$ cat src/hdl/ctc_pkg.sv
package ctc_pkg;

   localparam int L1_LINE_COUNT_DEF = 256;
   localparam int L2_LINE_COUNT_DEF = 512;
   localparam int BLOCK_BYTES_DEF   = 64;
   localparam int MEMORY_BYTES_DEF  = 1048576;

   localparam int ADDR_W  = 20;
   localparam int WORD_W  = 32;
   localparam int COST_W  = 10;
   localparam int CFG_W   = 8;
   localparam int CIDX_W  = 3;
   localparam int ACC_W   = 11;
   localparam int TIME_W  = 32;

   localparam logic [COST_W-1:0] COST_MAX = '1;

   typedef enum logic [CIDX_W-1:0] {
      CFG_L1_READ  = 3'd0,
      CFG_L1_WRITE = 3'd1,
      CFG_L2_READ  = 3'd2,
      CFG_L2_WRITE = 3'd3,
      CFG_MEM_READ = 3'd4,
      CFG_MEM_WRITE = 3'd5
   } cfg_index_type;

   typedef struct packed {
      logic [CFG_W-1:0] l1_read;
      logic [CFG_W-1:0] l1_write;
      logic [CFG_W-1:0] l2_read;
      logic [CFG_W-1:0] l2_write;
      logic [CFG_W-1:0] mem_read;
      logic [CFG_W-1:0] mem_write;
   } cost_cfg_type;

   typedef enum logic [3:0] {
      S_CLEAR, S_IDLE, S_L1_CHK,
      S_L2W_LOOK, S_L2W_CHK, S_L2W_FILL,
      S_L2R_LOOK, S_L2R_CHK, S_L2R_FILL, S_L2R_XFER,
      S_COPY, S_WORD, S_WORD_RD, S_DONE
   } state_type;

   typedef enum logic [1:0] {
      CP_L1_L2, CP_L2_MEM, CP_MEM_L2, CP_L2_L1
   } copy_kind_type;

endpackage

$ cat src/hdl/ctc_csr.sv
module ctc_csr import ctc_pkg::*; (
   input  logic              clock,
   input  logic              reset,
   input  logic              csr_write,
   input  logic [CIDX_W-1:0] csr_index,
   input  logic [CFG_W-1:0]  csr_data,
   output cost_cfg_type      costs
);

   cost_cfg_type costs_ff;
   cost_cfg_type costs_in;

   always_comb begin
      costs_in = costs_ff;
      if (csr_write) begin
         case (csr_index)
            CFG_L1_READ:   costs_in.l1_read = csr_data;
            CFG_L1_WRITE:  costs_in.l1_write = csr_data;
            CFG_L2_READ:   costs_in.l2_read = csr_data;
            CFG_L2_WRITE:  costs_in.l2_write = csr_data;
            CFG_MEM_READ:  costs_in.mem_read = csr_data;
            CFG_MEM_WRITE: costs_in.mem_write = csr_data;
            default:       costs_in = costs_ff;
         endcase
      end
   end

   always_ff @(posedge clock) begin
      if (reset) begin
         costs_ff.l1_read   <= 8'd1;
         costs_ff.l1_write  <= 8'd1;
         costs_ff.l2_read   <= 8'd10;
         costs_ff.l2_write  <= 8'd10;
         costs_ff.mem_read  <= 8'd100;
         costs_ff.mem_write <= 8'd100;
      end else begin
         costs_ff <= costs_in;
      end
   end

   assign costs = costs_ff;

endmodule

$ cat config.mk
export PLATFORM = sky130hd
export DESIGN_NAME = ctc_csr
export DESIGN_NICKNAME = d
export VERILOG_FILES = /design/src/hdl/ctc_pkg.sv /design/src/hdl/ctc_csr.sv
export SDC_FILE = /design/constraint.sdc
export NUM_CORES = 1
export LEC_CHECK = 0
export BUFFER_PORTS_ARGS = -buffer_cell sky130_fd_sc_hd__buf_4
export CELL_PAD_IN_SITES_DETAIL_PLACEMENT = 1
export CELL_PAD_IN_SITES_GLOBAL_PLACEMENT = 2
export CORE_MARGIN = 2
export CORE_UTILIZATION = 30
export CTS_CLUSTER_DIAMETER = 100
export CTS_CLUSTER_SIZE = 10
export DETAILED_ROUTE_END_ITERATION = 10
export GPL_TIMING_DRIVEN = 0
export PLACE_DENSITY_LB_ADDON = 0.12
export SYNTH_ARGS = -nofsm -noshare
export SYNTH_HDL_FRONTEND = slang
export SYNTH_SLANG_ARGS = --single-unit
$ cat constraint.sdc
create_clock -name clock -period 1.9 [get_ports clock]
set_input_delay 0.19 -clock clock [delete_from_list [all_inputs] [get_ports clock]]
set_output_delay 0.19 -clock clock [all_outputs]
set_load 0.01 [all_outputs]
==> impl_metrics.tcl <==
set metrics [dict create \
    worst_slack_ps 826 \
    hold_start "csr_data[3]" \
    htreeDepth 2 \
    rsz0062_at_grt "false" \
    holdPathEnd "costs[19]" \
    detail_route.wirelength_um 4890 \
    vias 1461 \
    placed_area_mm2 0.00248 \
    synthTopCellsByCount "dfxtp_1 (48), mux2i_1 (48), nand2b_1 (44)" \
    syn_inst 180 \
    worstHoldPathCells 3 \
    yosysTopAreaCell "dfxtp_1" \
    synth_simple_gate_area_share_pct 22.2 \
    clk_path_buf_depth 2 \
    path_class "in -> reg" \
    reg2reg_to "costs[35]" \
    initial_core_util_pct 30.7 \
    fp.dieW_um 84.4 \
    setup_violations 0 \
    power_mw 1.85 \
    ctsResizeCount 0 \
    synthAdderAreaFrac_pct 0 \
    post-cts-setup-buffers 0 \
    avgRoutedWirePerCell_um 15.0 \
    tns_ps 0 \
    antenna_found_initial 0 \
    synth_top_area_share_pct 49.6 \
    seq_area_um2 961 \
    drc 0 \
    tightest_slew_ps 468 \
    ioPinCount 62 \
    slew_violations 0 \
    synth_cell_type_count 11 \
    grt_pass1_wl_um 8110 \
    met1_usage_pct 19.6 \
    place_ws_ps 492 \
    grt_max_degree 15 \
    r2r-start "costs[35]" \
    synth_compound_area_share_pct 0 \
    die_y_um 84.4 \
    max_freq_ghz 0.931 \
    r2r_slack_ps 1270 \
    whs_ps 171 \
    viasPerCell 4.50 \
    synth.net_count 194 \
    synth_xor_area_share_pct 0 \
    drive_gt1_share_pct 29.0 \
    fin_util_pct 40.8 \
    fp.coreArea_mm2 0.00631 \
    grt.met3_usage_pct 4.03 \
    cts_sinks 48 \
    insertion_delay_ps 290 \
    ir_worst_vdd_mv 0.334 \
    reg2reg_depth 2 \
    tritoncts "built" \
    end_kind "flip-flop" \
    powerDensity_mw_per_mm2 719 \
    required_ps 2130 \
    fillCellCount 739 \
    synth-seq-cells 48 \
    crit_fanout 10 \
    period_minus_slack_ps 1070 \
    port-buffer-count 60 \
    dr.pass1.iters 3 \
    busiest_layer "met2" \
    synth_edf_count 0 \
    track_usage_pct 14.6 \
    use_met2_pct 23.6 \
    max_cap_violations 0 \
    drt_iter0_drc 23 \
    largest_register_ffs 48 \
    stdcell_area_mm2 0.00258 \
    grt_pass1_vias 1505 \
    syn_area_per_cell_um2 10.8 \
    antennaDiodeCount 0 \
    synthFlopType "dfxtp_1" \
    status "finished clean" \
    cts-hold-fix-buffers 0 \
    syn-cell-area_mm2 0.00194 \
    area_growth_pct 33.1 \
    fin_skew_ps 0 \
    die_area_mm2 0.00711 \
    arrival_ps 1310 \
    seq_area_frac_synth_pct 49.6 \
    relSlewSlack_pct 68.8 \
    std_cell_rows 29 \
    hpwl_um 3610 \
    synth_top_family_by_area "multiplexers" \
    cts_root_buf "clkbuf_8" \
    startpoint_type "input pin" \
    leakagePower_nw 1.24 \
    clk_pin_slew_ps 90 \
    synth_area_leaders "dfxtp_1 (50%), mux2i_1 (25%), nand2b_1 (14%)" \
    cts_inserted_buffers 5 \
    multi_input_area_um2 911 \
    yosysWarnings 0 \
    instances_no_fill 325 \
    place_inst 317 \
    worstHoldPathType "in -> reg" \
    async_reset_ff_share_pct 0 \
    overflow 0 \
    fin_crit_sh_pct 56.5 \
    synth_mux_area_share_pct 24.8 \
    place.gp.congestion 0.652 \
    ant_nets 0 \
    finish.net_count 261 \
    hold_violations 0 \
]
==> cell families (layout without fill, tap and decap cells) <==
kind of cell / Yosys count / count (layout)
buf+inv: 14 / 82
flops: 48 / 48
mux: 48 / 48
simple gates: 70 / 70
==> cell type report <==
| type | instances | area share, % |
|---|---|---|
| Multi-Input combinational cell | 118 | 35.3 |
| Sequential cell | 48 | 37.3 |
| Clock inverter | 1 | 0.291 |
| Timing Repair Buffer | 60 | 17.5 |
| Tap cell | 77 | 3.74 |
| Buffer | 14 | 2.52 |
| Clock buffer | 7 | 3.35 |
==> where the power goes <==
part / switching [mW] / total (mW) / internal [mW] / leakage (nW)
sequential: 0.0125 / 1.04 / 1.03 / 0.389
combinational: 0.0896 / 0.181 / 0.0910 / 0.804
clock: 0.337 / 0.633 / 0.296 / 0.0445
==> worst max-delay path by stage <==
stage,start,to,depth (start not counted),slack (ps)
after floorplan,csr_index[1],costs[44],3,800
after global placement,reset,costs[27],5,500
after detailed placement,reset,costs[17],5,490
after CTS,reset,costs[10],5,810
after global routing,reset,costs[14],5,640
final,reset,costs[10],5,830
==> cells in the final DEF, fill, tap and decap left out <==
| master | count |
|---|---|
| buf_4 | 60 |
| mux2i_1 | 48 |
| dfxtp_1 | 48 |
| nand2b_1 | 44 |
| nor2_1 | 18 |
| clkbuf_1 | 10 |
| clkbuf_8 | 6 |
| buf_2 | 4 |
| and4bb_1 | 3 |
| nand4b_1 | 2 |
| nand4bb_1 | 2 |
| or4b_1 | 1 |
| buf_6 | 1 |
| clkinvlp_4 | 1 |
==> per-layer routing <==
metal / vias up / part of all wire, %
met5: - / 0
met4: 0 / 0.63
met3: 5 / 4.2
met2: 32 / 48
met1: 698 / 47
li1: 726 / -
==> worst max-delay path, stage by stage <==
cell and delay, ps:
buf_2 150, clkbuf_1 320, clkbuf_1 420, nor2_1 80, mux2i_1 130
Power figures use the tool's default switching activity.
